===== src/d2d_pkg.sv =====
// d2d_pkg: shared constants, types and register codes for the disparity to depth core.
// Used by every module in src; depends on nothing.

package d2d_pkg;

   // Fixed field widths
   localparam int WORD_W        = 16;
   localparam int DISP_W        = 12;
   localparam int FBP_W         = 24;
   localparam int FRACTION_BITS = 5;
   localparam int DEPTH_WIDTH   = 16;

   // Configuration port
   localparam int CSR_IDX_W  = 2;
   localparam int CSR_DATA_W = FBP_W;

   // Divider shape: numerator is fbp scaled by the fraction bits
   localparam int NUM_W           = FBP_W + FRACTION_BITS;
   localparam int STEPS_PER_STAGE = 2;
   localparam int DIV_STAGES      = (DEPTH_WIDTH + STEPS_PER_STAGE - 1) / STEPS_PER_STAGE;
   localparam int QUO_W           = DIV_STAGES * STEPS_PER_STAGE;
   localparam int NUMX_W          = NUM_W + QUO_W;

   // Front to back queue
   localparam int QUEUE_DEPTH = 4;
   localparam int QUEUE_PTR_W = $clog2(QUEUE_DEPTH);
   localparam int QUEUE_CNT_W = $clog2(QUEUE_DEPTH + 1);

   // Threshold reset: 4.0 in the fixed-point disparity format
   localparam logic [DISP_W-1:0] MIN_DISP_RESET = DISP_W'(4 << FRACTION_BITS);

   // Register indexes
   typedef enum logic [CSR_IDX_W-1:0] {
      CSR_FOCAL_BASELINE = 2'd0,
      CSR_MIN_DISPARITY  = 2'd1
   } csr_index_type;

   // One classified item between front and back
   typedef struct packed {
      logic [DISP_W-1:0] raw;
      logic              pass;
   } entry_type;

endpackage


===== src/d2d_front.sv =====
// d2d_front: input register that takes disparity words and classifies them
// against the threshold. Depends on d2d_pkg.

module d2d_front (
   input  logic                          clock,
   input  logic                          reset,
   input  logic                          req_valid,
   output logic                          req_stall,
   input  logic [d2d_pkg::WORD_W-1:0]    req_disparity_word,
   input  logic [d2d_pkg::DISP_W-1:0]    min_disparity_raw,
   input  logic                          queue_full,
   output logic                          push_valid,
   output d2d_pkg::entry_type            push_entry
);

   logic                front_valid_ff;
   logic                front_valid_in;
   d2d_pkg::entry_type  front_entry_ff;
   d2d_pkg::entry_type  front_entry_in;
   logic                accept;
   logic [d2d_pkg::DISP_W-1:0] raw;

   // Hold only while the queue refuses our item
   assign req_stall = front_valid_ff && queue_full;
   assign accept    = req_valid && !req_stall;

   // Classify: top word bits dropped, strict compare with threshold
   assign raw                 = req_disparity_word[d2d_pkg::DISP_W-1:0];
   assign front_entry_in.raw  = raw;
   assign front_entry_in.pass = (raw > min_disparity_raw);

   assign front_valid_in = accept || (front_valid_ff && queue_full);

   always_ff @(posedge clock) begin
      if (reset) begin
         front_valid_ff <= 1'b0;
      end else begin
         front_valid_ff <= front_valid_in;
      end
   end

   always_ff @(posedge clock) begin
      if (accept) begin
         front_entry_ff <= front_entry_in;
      end
   end

   assign push_valid = front_valid_ff;
   assign push_entry = front_entry_ff;

endmodule


===== src/d2d_queue.sv =====
// d2d_queue: small FIFO of classified items between front and back.
// Depends on d2d_pkg.

module d2d_queue (
   input  logic                clock,
   input  logic                reset,
   input  logic                push_valid,
   input  d2d_pkg::entry_type  push_entry,
   input  logic                pop,
   output logic                full,
   output logic                empty,
   output d2d_pkg::entry_type  pop_entry
);

   d2d_pkg::entry_type                  slot_ff [d2d_pkg::QUEUE_DEPTH];
   logic [d2d_pkg::QUEUE_PTR_W-1:0]     wr_ptr_ff;
   logic [d2d_pkg::QUEUE_PTR_W-1:0]     wr_ptr_in;
   logic [d2d_pkg::QUEUE_PTR_W-1:0]     rd_ptr_ff;
   logic [d2d_pkg::QUEUE_PTR_W-1:0]     rd_ptr_in;
   logic [d2d_pkg::QUEUE_CNT_W-1:0]     count_ff;
   logic [d2d_pkg::QUEUE_CNT_W-1:0]     count_in;
   logic                                do_push;
   logic                                do_pop;

   assign full    = (count_ff == d2d_pkg::QUEUE_CNT_W'(d2d_pkg::QUEUE_DEPTH));
   assign empty   = (count_ff == '0);
   assign do_push = push_valid && !full;
   assign do_pop  = pop && !empty;

   // Pointer and fill count update
   always_comb begin
      wr_ptr_in = do_push ? wr_ptr_ff + 1'b1 : wr_ptr_ff;
      rd_ptr_in = do_pop  ? rd_ptr_ff + 1'b1 : rd_ptr_ff;
      count_in  = count_ff;
      if (do_push && !do_pop) begin
         count_in = count_ff + 1'b1;
      end else if (do_pop && !do_push) begin
         count_in = count_ff - 1'b1;
      end
   end

   always_ff @(posedge clock) begin
      if (reset) begin
         wr_ptr_ff <= '0;
         rd_ptr_ff <= '0;
         count_ff  <= '0;
      end else begin
         wr_ptr_ff <= wr_ptr_in;
         rd_ptr_ff <= rd_ptr_in;
         count_ff  <= count_in;
      end
   end

   // Storage
   always_ff @(posedge clock) begin
      if (do_push) begin
         slot_ff[wr_ptr_ff] <= push_entry;
      end
   end

   assign pop_entry = slot_ff[rd_ptr_ff];

endmodule


===== src/d2d_back.sv =====
// d2d_back: pipelined restoring divider with saturation check and output register.
// Two quotient bits per stage. Depends on d2d_pkg.

module d2d_back (
   input  logic                               clock,
   input  logic                               reset,
   input  logic                               queue_empty,
   input  d2d_pkg::entry_type                 queue_entry,
   output logic                               queue_pop,
   input  logic [d2d_pkg::FBP_W-1:0]          focal_baseline_product,
   output logic                               rsp_valid,
   input  logic                               rsp_stall,
   output logic [d2d_pkg::DEPTH_WIDTH-1:0]    rsp_depth_value,
   output logic                               rsp_depth_valid
);

   typedef struct packed {
      logic [d2d_pkg::DISP_W-1:0] raw;
      logic                       pass;
      logic                       sat;
      logic [d2d_pkg::DISP_W-1:0] rem;
      logic [d2d_pkg::QUO_W-1:0]  quo;
   } div_stage_type;

   // One stage: shift in numerator bits, trial subtract, shift quotient bits in
   function automatic div_stage_type div_stage(input div_stage_type s);
      div_stage_type            r;
      logic [d2d_pkg::DISP_W:0] rem_ext;
      r = s;
      for (int i = 0; i < d2d_pkg::STEPS_PER_STAGE; i++) begin
         rem_ext = {r.rem, r.quo[d2d_pkg::QUO_W-1]};
         r.quo   = {r.quo[d2d_pkg::QUO_W-2:0], 1'b0};
         if (rem_ext >= {1'b0, r.raw}) begin
            rem_ext  = rem_ext - {1'b0, r.raw};
            r.quo[0] = 1'b1;
         end
         r.rem = rem_ext[d2d_pkg::DISP_W-1:0];
      end
      return r;
   endfunction

   logic                                advance;
   logic [d2d_pkg::NUM_W-1:0]           num;
   logic [d2d_pkg::NUMX_W-1:0]          numx;
   logic [d2d_pkg::NUMX_W-1:0]          num_hi;
   logic [d2d_pkg::NUMX_W-1:0]          sat_hi;
   div_stage_type                       load_in;
   div_stage_type                       stage_ff    [d2d_pkg::DIV_STAGES + 1];
   logic                                stage_vld_ff[d2d_pkg::DIV_STAGES + 1];
   div_stage_type                       last;
   logic                                rsp_valid_ff;
   logic                                rsp_valid_in;
   logic [d2d_pkg::DEPTH_WIDTH-1:0]     rsp_depth_ff;
   logic [d2d_pkg::DEPTH_WIDTH-1:0]     rsp_depth_in;
   logic                                rsp_flag_ff;

   // Whole pipeline moves unless the output holds an untaken result
   assign advance   = !rsp_valid_ff || !rsp_stall;
   assign queue_pop = advance && !queue_empty;

   // Setup: scaled numerator, saturation test, initial partial remainder
   assign num    = d2d_pkg::NUM_W'(focal_baseline_product) << d2d_pkg::FRACTION_BITS;
   assign numx   = d2d_pkg::NUMX_W'(num);
   assign sat_hi = numx >> d2d_pkg::DEPTH_WIDTH;
   assign num_hi = numx >> d2d_pkg::QUO_W;

   always_comb begin
      load_in.raw  = queue_entry.raw;
      load_in.pass = queue_entry.pass;
      // quotient overflows iff num / 2^DEPTH_WIDTH >= raw
      load_in.sat  = (sat_hi >= d2d_pkg::NUMX_W'(queue_entry.raw));
      load_in.rem  = num_hi[d2d_pkg::DISP_W-1:0];
      load_in.quo  = numx[d2d_pkg::QUO_W-1:0];
   end

   // Stage 0 valid plus divide stage valids
   always_ff @(posedge clock) begin
      if (reset) begin
         for (int k = 0; k <= d2d_pkg::DIV_STAGES; k++) begin
            stage_vld_ff[k] <= 1'b0;
         end
      end else if (advance) begin
         stage_vld_ff[0] <= queue_pop;
         for (int k = 1; k <= d2d_pkg::DIV_STAGES; k++) begin
            stage_vld_ff[k] <= stage_vld_ff[k-1];
         end
      end
   end

   always_ff @(posedge clock) begin
      if (advance) begin
         stage_ff[0] <= load_in;
      end
   end

   // Divide stages
   for (genvar g = 1; g <= d2d_pkg::DIV_STAGES; g++) begin : g_div
      always_ff @(posedge clock) begin
         if (advance) begin
            stage_ff[g] <= div_stage(stage_ff[g-1]);
         end
      end
   end

   // Result select: zero when rejected, full scale on overflow
   assign last = stage_ff[d2d_pkg::DIV_STAGES];

   always_comb begin
      rsp_valid_in = advance ? stage_vld_ff[d2d_pkg::DIV_STAGES] : rsp_valid_ff;
      if (!last.pass) begin
         rsp_depth_in = '0;
      end else if (last.sat) begin
         rsp_depth_in = '1;
      end else begin
         rsp_depth_in = last.quo[d2d_pkg::DEPTH_WIDTH-1:0];
      end
   end

   always_ff @(posedge clock) begin
      if (reset) begin
         rsp_valid_ff <= 1'b0;
      end else begin
         rsp_valid_ff <= rsp_valid_in;
      end
   end

   always_ff @(posedge clock) begin
      if (advance) begin
         rsp_depth_ff <= rsp_depth_in;
         rsp_flag_ff  <= last.pass;
      end
   end

   assign rsp_valid       = rsp_valid_ff;
   assign rsp_depth_value = rsp_depth_ff;
   assign rsp_depth_valid = rsp_flag_ff;

endmodule


===== src/disparity_to_depth_core.sv =====
// disparity_to_depth_core: one depth result per disparity word, one word per cycle while
// req_stall is low. Path from input transfer to result valid: front register, queue,
// setup stage, 8 divider stages of 2 quotient bits each, output register.
// Throughput is one transfer per cycle when rsp_stall is low; a stalled output freezes
// the divider pipeline and the 4-entry queue absorbs the front until it fills.
// Synchronous reset empties the pipeline and sets the registers to 0 and 4.0.

module disparity_to_depth_core (
   input  logic                                clock,
   input  logic                                reset,
   input  logic                                req_valid,
   output logic                                req_stall,
   input  logic [d2d_pkg::WORD_W-1:0]          req_disparity_word,
   output logic                                rsp_valid,
   input  logic                                rsp_stall,
   output logic [d2d_pkg::DEPTH_WIDTH-1:0]     rsp_depth_value,
   output logic                                rsp_depth_valid,
   input  logic                                csr_write_enable,
   input  logic [d2d_pkg::CSR_IDX_W-1:0]       csr_index,
   input  logic [d2d_pkg::CSR_DATA_W-1:0]      csr_write_data
);

   logic [d2d_pkg::FBP_W-1:0]   fbp_ff;
   logic [d2d_pkg::DISP_W-1:0]  min_disp_ff;
   logic                        push_valid;
   d2d_pkg::entry_type          push_entry;
   logic                        queue_full;
   logic                        queue_empty;
   logic                        queue_pop;
   d2d_pkg::entry_type          queue_entry;

   // Configuration registers; unknown indexes are ignored
   always_ff @(posedge clock) begin
      if (reset) begin
         fbp_ff      <= '0;
         min_disp_ff <= d2d_pkg::MIN_DISP_RESET;
      end else if (csr_write_enable) begin
         unique case (csr_index)
            d2d_pkg::CSR_FOCAL_BASELINE: fbp_ff      <= csr_write_data[d2d_pkg::FBP_W-1:0];
            d2d_pkg::CSR_MIN_DISPARITY:  min_disp_ff <= csr_write_data[d2d_pkg::DISP_W-1:0];
            default: ;
         endcase
      end
   end

   d2d_front u_front (
      .clock              (clock),
      .reset              (reset),
      .req_valid          (req_valid),
      .req_stall          (req_stall),
      .req_disparity_word (req_disparity_word),
      .min_disparity_raw  (min_disp_ff),
      .queue_full         (queue_full),
      .push_valid         (push_valid),
      .push_entry         (push_entry)
   );

   d2d_queue u_queue (
      .clock      (clock),
      .reset      (reset),
      .push_valid (push_valid),
      .push_entry (push_entry),
      .pop        (queue_pop),
      .full       (queue_full),
      .empty      (queue_empty),
      .pop_entry  (queue_entry)
   );

   d2d_back u_back (
      .clock                  (clock),
      .reset                  (reset),
      .queue_empty            (queue_empty),
      .queue_entry            (queue_entry),
      .queue_pop              (queue_pop),
      .focal_baseline_product (fbp_ff),
      .rsp_valid              (rsp_valid),
      .rsp_stall              (rsp_stall),
      .rsp_depth_value        (rsp_depth_value),
      .rsp_depth_valid        (rsp_depth_valid)
   );

endmodule

===== config.mk =====
export PLATFORM = sky130hd
export DESIGN_NAME = disparity_to_depth_core
export DESIGN_NICKNAME = d
export VERILOG_FILES = /design/src/d2d_pkg.sv /design/src/d2d_front.sv /design/src/d2d_queue.sv /design/src/d2d_back.sv /design/src/disparity_to_depth_core.sv
export SDC_FILE = /design/constraint.sdc
export NUM_CORES = 1
export LEC_CHECK = 0
export ABC_AREA = 1
export BUFFER_PORTS_ARGS = -buffer_cell sky130_fd_sc_hd__buf_2
export CAP_MARGIN = 30
export CORE_MARGIN = 8
export CORE_UTILIZATION = 50
export CTS_BUF_LIST = sky130_fd_sc_hd__clkbuf_16
export CTS_CLUSTER_SIZE = 25
export DETAILED_ROUTE_END_ITERATION = 7
export PLACE_DENSITY_LB_ADDON = 0.05
export SLEW_MARGIN = 10
export SYNTH_ARGS = -nofsm -noshare
export SYNTH_HDL_FRONTEND = slang
export SYNTH_SLANG_ARGS = --single-unit

===== constraint.sdc =====
create_clock -name clock -period 19.1 [get_ports clock]
set_clock_uncertainty 0.15 [all_clocks]
set_input_delay 5.73 -clock clock [delete_from_list [all_inputs] [get_ports clock]]
set_output_delay 5.73 -clock clock [all_outputs]
set_load 0.05 [all_outputs]

==> results_dict.tcl, run 1 <==
set metrics [dict create \
    synth_cells 3216 \
    firstDrtPassIters 6 \
    ys_seq_elements 456 \
    cts_tree "yes" \
    r2r-end "u_back.stage_ff[0][235]" \
    r2r_setup_slack_ns 14.30 \
    dieArea_sq_um 63400 \
    drv_cap 0 \
    pre_cts_ws_ns 10.22 \
    track_usage_pct 20.2 \
    setup_viol 0 \
    cpMostUsedCell "buf_4" \
    min_path_cells 0 \
    max_clock_freq_ghz 0.128 \
    die_w_microns 252 \
    ys.flop_type "edfxtp_1" \
    start_kind "primary input" \
    yosysUniqueCellTypes 48 \
    gr-total-overflow 0 \
    yosysTopAreaCellShare_pct 44.2 \
    start_util_pct 50.5 \
    max_stage_delay_ns 0.77 \
    fp.dieH_microns 252 \
    async_reset_ff_share_pct 0 \
    drive_above_1_share_pct 6.61 \
    critical_path_buf_inv_count 4 \
    hold_viol 0 \
    num_vias 20900 \
    hold_start "u_back.stage_ff[0][322]" \
    critPathRequiredTime_ns 19.15 \
    syn_area_per_cell_sq_um 8.64 \
    ys_seq_area_share_pct 47.6 \
    synth_edf_count 409 \
    hpwl_microns 50700 \
    arrival_ns 7.84 \
    place_congestion 0.907 \
    worst_pin_slew_ns 0.957 \
    syn-cell-area_sq_um 27800 \
    grt_pass1_vias 20300 \
    status "completed" \
    fin_nets 3569 \
    rsz0062_at_grt "no" \
    critPathSlowestCell "buf_4" \
    numClockSinks 456 \
    drtIter0Drc 1288 \
    drv_slew 0 \
    synth.most_common_cell "nand2_1" \
    core_region_area_sq_um 55000 \
    synth_nets 3497 \
    fin_crit_ns 7.79 \
    io_buffer_count 61 \
    crit_type "primary input to flip-flop" \
    io_pins 66 \
    ant_nets 0 \
    clk_path_buf_depth 3 \
    cts_setup_buffers 0 \
    synth_area_leaders "edfxtp_1, nand2_1, ha_1" \
    post-route-period-util_pct 40.8 \
    antenna_found_initial 1 \
    cts_resized 0 \
    timing.rr.start "u_back.stage_ff[0][206]" \
    finalSetupTns_ns 0 \
    synth_top_cell_by_area "edfxtp_1" \
    min_path_type "flip-flop to flip-flop" \
    path_delay_family "buffers and inverters" \
    slew_headroom_pct 36.0 \
    grt_start_max_net_pins 79 \
    clockRootBuffer "clkbuf_16" \
    drc 0 \
    synthTopCellsByCount "nand2_1, inv_1, edfxtp_1, nor2_1, nand3_1" \
    critPathCaptureType "flip-flop" \
    clk_pin_slew_ns 0.06 \
    synthToLayoutAreaGrowth_pct 9.39 \
    cts_made_buffers 48 \
    yosysWarnings 0 \
    grt_first_pass_wirelength_microns 104000 \
    postCtsHoldBufs 0 \
    critPathMaxFanout 68 \
    clk_latency_ns 0.59 \
    min_to "u_back.stage_ff[0][364]" \
    wl_per_cell_microns 15.9 \
    startpoint "rsp_stall" \
    rr_worst_depth 21 \
    row_count 86 \
    wl_microns 64600 \
    cp_cell_sequence "buf_2 > nand2_4 > buf_16 > buf_4 > buf_4" \
    hold_ws_ns 0.261 \
    via_per_inst 5.12 \
    num_antenna_cells 0 \
    htreeDepth 2 \
    worst_slack_ns 11.31 \
]
## per-stage QoR
step                      cells  cell area, sq um  util, %
after detailed placement   3983             28800     52.4
after CTS                  4072             30300     55.2
after global placement     3982             28800     52.3
after global routing       4075             30400     55.3
final                      4075             30400     55.3
after floorplan            3216             27800        -
## sequential cells by signal, indices dropped and copies added, names as in the netlist, 2 cells and up, named ones only
signal,flops
u_queue.wr_ptr_ff,2
u_back.stage_vld_ff,9
u_front.push_entry,13
u_queue.slot_ff,52
u_queue.rd_ptr_ff,2
min_disp_ff,12
u_back.rsp_depth_value,16
fbp_ff,24
u_queue.count_ff,3
u_back.stage_ff,318
## worst max path at each step
| stage | endpoint | slack, ns | depth (start not counted) |
|---|---|---|---|
| 2_1_floorplan | u_back.stage_vld_ff[1] | 4.10 | 3 |
| 3_3_place_gp | u_back.stage_ff[0][302] | 10.24 | 4 |
| 3_5_place_dp | u_back.stage_ff[0][258] | 10.22 | 4 |
| 4_1_cts | u_back.stage_ff[0][170] | 10.86 | 4 |
| 5_1_grt | u_back.stage_ff[0][300] | 11.14 | 5 |
| 6_report | u_back.stage_ff[0][256] | 11.31 | 5 |
## area by class of cell
type / instances / area (sq um)
timing repair buffer: 75 / 478
inverter: 473 / 1790
clock buffer: 51 / 1280
multi-input combinational: 2234 / 12500
tap: 748 / 936
sequential: 456 / 13200
fill: 5066 / 24600
clock inverter: 38 / 251
## metal layers
| metal | GRT usage [%] | up-vias | part of all wire (%) |
|---|---|---|---|
| met5 | 0 | - | 0.020 |
| met2 | 34.4 | 390 | 48 |
| met1 | 26.8 | 9659 | 46 |
| li1 | - | 10700 | - |
| met4 | 5.54 | 2 | 2.4 |
| met3 | 2.99 | 84 | 4.3 |
## kinds of logic after synthesis
| logic type | synth area share, % |
|---|---|
| buffers and inverters | 7.64 |
| flip-flops | 47.6 |
| AND/OR/NAND/NOR | 24.5 |
| AO/OA/AOI/OAI | 5.93 |
| XOR/XNOR | 3.37 |
| adder cells (fa/ha/maj) | 10.9 |
## cell usage in the layout (no fill, tap or decap), drive strengths merged, types with 12 or more instances in the layout
cell / instances
nand2: 952
inv: 486
edfxtp: 409
nor2: 315
nand3: 256
ha: 219
a21oi: 132
o21ai: 97
buf: 75
xnor2: 59
clkbuf: 51
xor2: 48
nand4: 47
dfxtp: 47
clkinv: 21
nand3b: 20
fa: 15
a21o: 14
nor3: 12
Power of run 1 is not shown: default switching activity piles up to over one toggle a cycle in this logic, so the estimate is an artifact.
==> inputs of run 2 (changes only) <==
Clock period 19.1 ns to 6.3 ns, I/O delays scaled along.
==> run 2 against run 1 <==
Via count down 0.78%. Sequential cell count unchanged. Final area about the same.
==> results_dict.tcl, run 2 (synthesized netlist as in run 1, its figures left out) <==
set metrics [dict create \
    r2r-end "u_back.stage_ff[0][321]" \
    max_clock_freq_ghz 0.209 \
    core_region_area_sq_um 55000 \
    status "completed" \
    mostFrequentLayoutCell "nand2_1" \
    die_w_microns 252 \
    hpwl_microns 50100 \
    start_kind "flip-flop" \
    arrival_ns 4.92 \
    io_buffer_count 61 \
    gr-total-overflow 0 \
    cts_made_buffers 47 \
    postCtsHoldBufs 0 \
    start_util_pct 50.5 \
    num_vias 20700 \
    setup_viol 0 \
    stdcell_count 4066 \
    clk_path_buf_depth 3 \
    largest-register "u_back.stage_ff" \
    drtIter0Drc 1155 \
    grt_start_max_net_pins 178 \
    dieArea_sq_um 63400 \
    num_antenna_cells 0 \
    rr_worst_depth 22 \
    grt_pass1_vias 20100 \
    ant_nets 0 \
    path_delay_family "simple AND/OR/NAND/NOR gates" \
    min_path_type "flip-flop to flip-flop" \
    wl_per_cell_microns 15.7 \
    critPathSlowestCell "nand3_1" \
    critPathMaxFanout 16 \
    place_congestion 0.921 \
    final_cell_mix "nand2_1, inv_1, edfxtp_1" \
    critPathRequiredTime_ns 6.44 \
    drc 0 \
    drv_cap 0 \
    row_count 86 \
    drive_above_1_share_pct 6.42 \
    fin_nets 3565 \
    max_stage_delay_ns 0.61 \
    drv_slew 0 \
    min_path_cells 0 \
    hold_start "u_back.stage_ff[0][8]" \
    dp_cells 3981 \
    antenna_found_initial 0 \
    cts_resized 0 \
    largest_register_ffs 318 \
    rsz0062_at_grt "no" \
    critPathCaptureType "flip-flop" \
    worst_slack_ns 1.51 \
    htreeDepth 2 \
    hold_viol 0 \
    worst_pin_slew_ns 1.11 \
    cts_tree "yes" \
    cpMostUsedCell "nand2_1" \
    reg.largest.list "u_back.stage_ff: 318 flops, u_queue.slot_ff: 52 flops, fbp_ff: 24 flops" \
    synthToLayoutAreaGrowth_pct 9.32 \
    critical_path_buf_inv_count 3 \
    fp.dieH_microns 252 \
    clockRootBuffer "clkbuf_16" \
    track_usage_pct 19.9 \
    crit_type "flip-flop to flip-flop" \
    clk_pin_slew_ns 0.06 \
    r2r_setup_slack_ns 1.51 \
    firstDrtPassIters 7 \
    post-route-period-util_pct 76.0 \
    cts_setup_buffers 0 \
    min_to "u_back.stage_ff[0][52]" \
    timing.rr.start "u_back.stage_ff[0][288]" \
    via_per_inst 5.10 \
    slew_headroom_pct 26.1 \
    grt_first_pass_wirelength_microns 103000 \
    wl_microns 64000 \
    clk_latency_ns 0.58 \
    cp_cell_sequence "inv_1 > ha_1 > nand2_1 > nand2_1 > nand2_1 > nand2_1 > a21oi_2 > nand3_4 > inv_4 > nand2_1 > nand2_1 > ha_1 > nand2_1 > inv_1 > a21oi_1 > nand3_1 > nand3_1 > nand2_1 > nand2_1 > nand3_1 > nand2_1 > nand2_1" \
    pre_cts_ws_ns 1.48 \
    fin_crit_ns 4.79 \
    finalSetupTns_ns 0 \
    io_pins 66 \
    numClockSinks 456 \
]
==> run 2: worst max-delay path by stage <==
stage	startpoint	to	slack (ns)	depth (start not counted)
floorplan	rsp_stall	u_queue.count_ff[1]	0.45	9
global placement	u_back.stage_ff[0][289]	u_back.stage_ff[0][321]	1.50	22
detailed placement	u_back.stage_ff[0][288]	u_back.stage_ff[0][321]	1.48	22
CTS	u_back.stage_ff[0][288]	u_back.stage_ff[0][321]	1.50	22
global route	u_back.stage_ff[0][205]	u_back.stage_ff[0][227]	1.02	21
finish	u_back.stage_ff[0][288]	u_back.stage_ff[0][321]	1.51	22
==> run 2: cell type report <==
cell class              instances  area [sq um]
inverters                     473          1790
clock inverters                36           353
flip-flops and latches        456         13200
clock buffers                  47          1180
well taps                     748           936
repair buffers                 72           448
fillers                      5045         24600
multi-input cells            2234         12500
==> run 2: layer usage <==
metal  vias to the layer above  global-route usage [%]  wire, microns  part of all wire (%)
li1                      10700                       -              -                     -
met1                      9514                    26.1          29700                    46
met2                       389                    34.6          30600                    48
met3                        88                    2.27           2170                   3.4
met4                         0                    5.79           1510                   2.4
met5                         -                       0              0                     0
==> run 2: worst reg2reg max path, stage by stage, from the launching register on <==
cell and delay [ns]:
edfxtp_1 0.46, inv_1 0.15, ha_1 0.29, nand2_1 0.10
nand2_1 0.08, nand2_1 0.06, nand2_1 0.07, a21oi_2 0.19
nand3_4 0.20, inv_4 0.21, nand2_1 0.07, nand2_1 0.13
ha_1 0.32, nand2_1 0.11, inv_1 0.04, a21oi_1 0.15
nand3_1 0.17, nand3_1 0.16, nand2_1 0.07, nand2_1 0.36
nand3_1 0.61, nand2_1 0.20, nand2_1 0.16
==> run 2: stage by stage <==
stage                     hold slack, ns  util, %  cell area, sq um
final                              0.263     55.3             30400
after global routing               0.266     55.3             30400
after CTS                          0.266     55.2             30300
after detailed placement           0.255     52.4             28800
after global placement             0.251     52.4             28800
after floorplan                    0.250        -             27800
Power of run 2 is left out for the same reason.
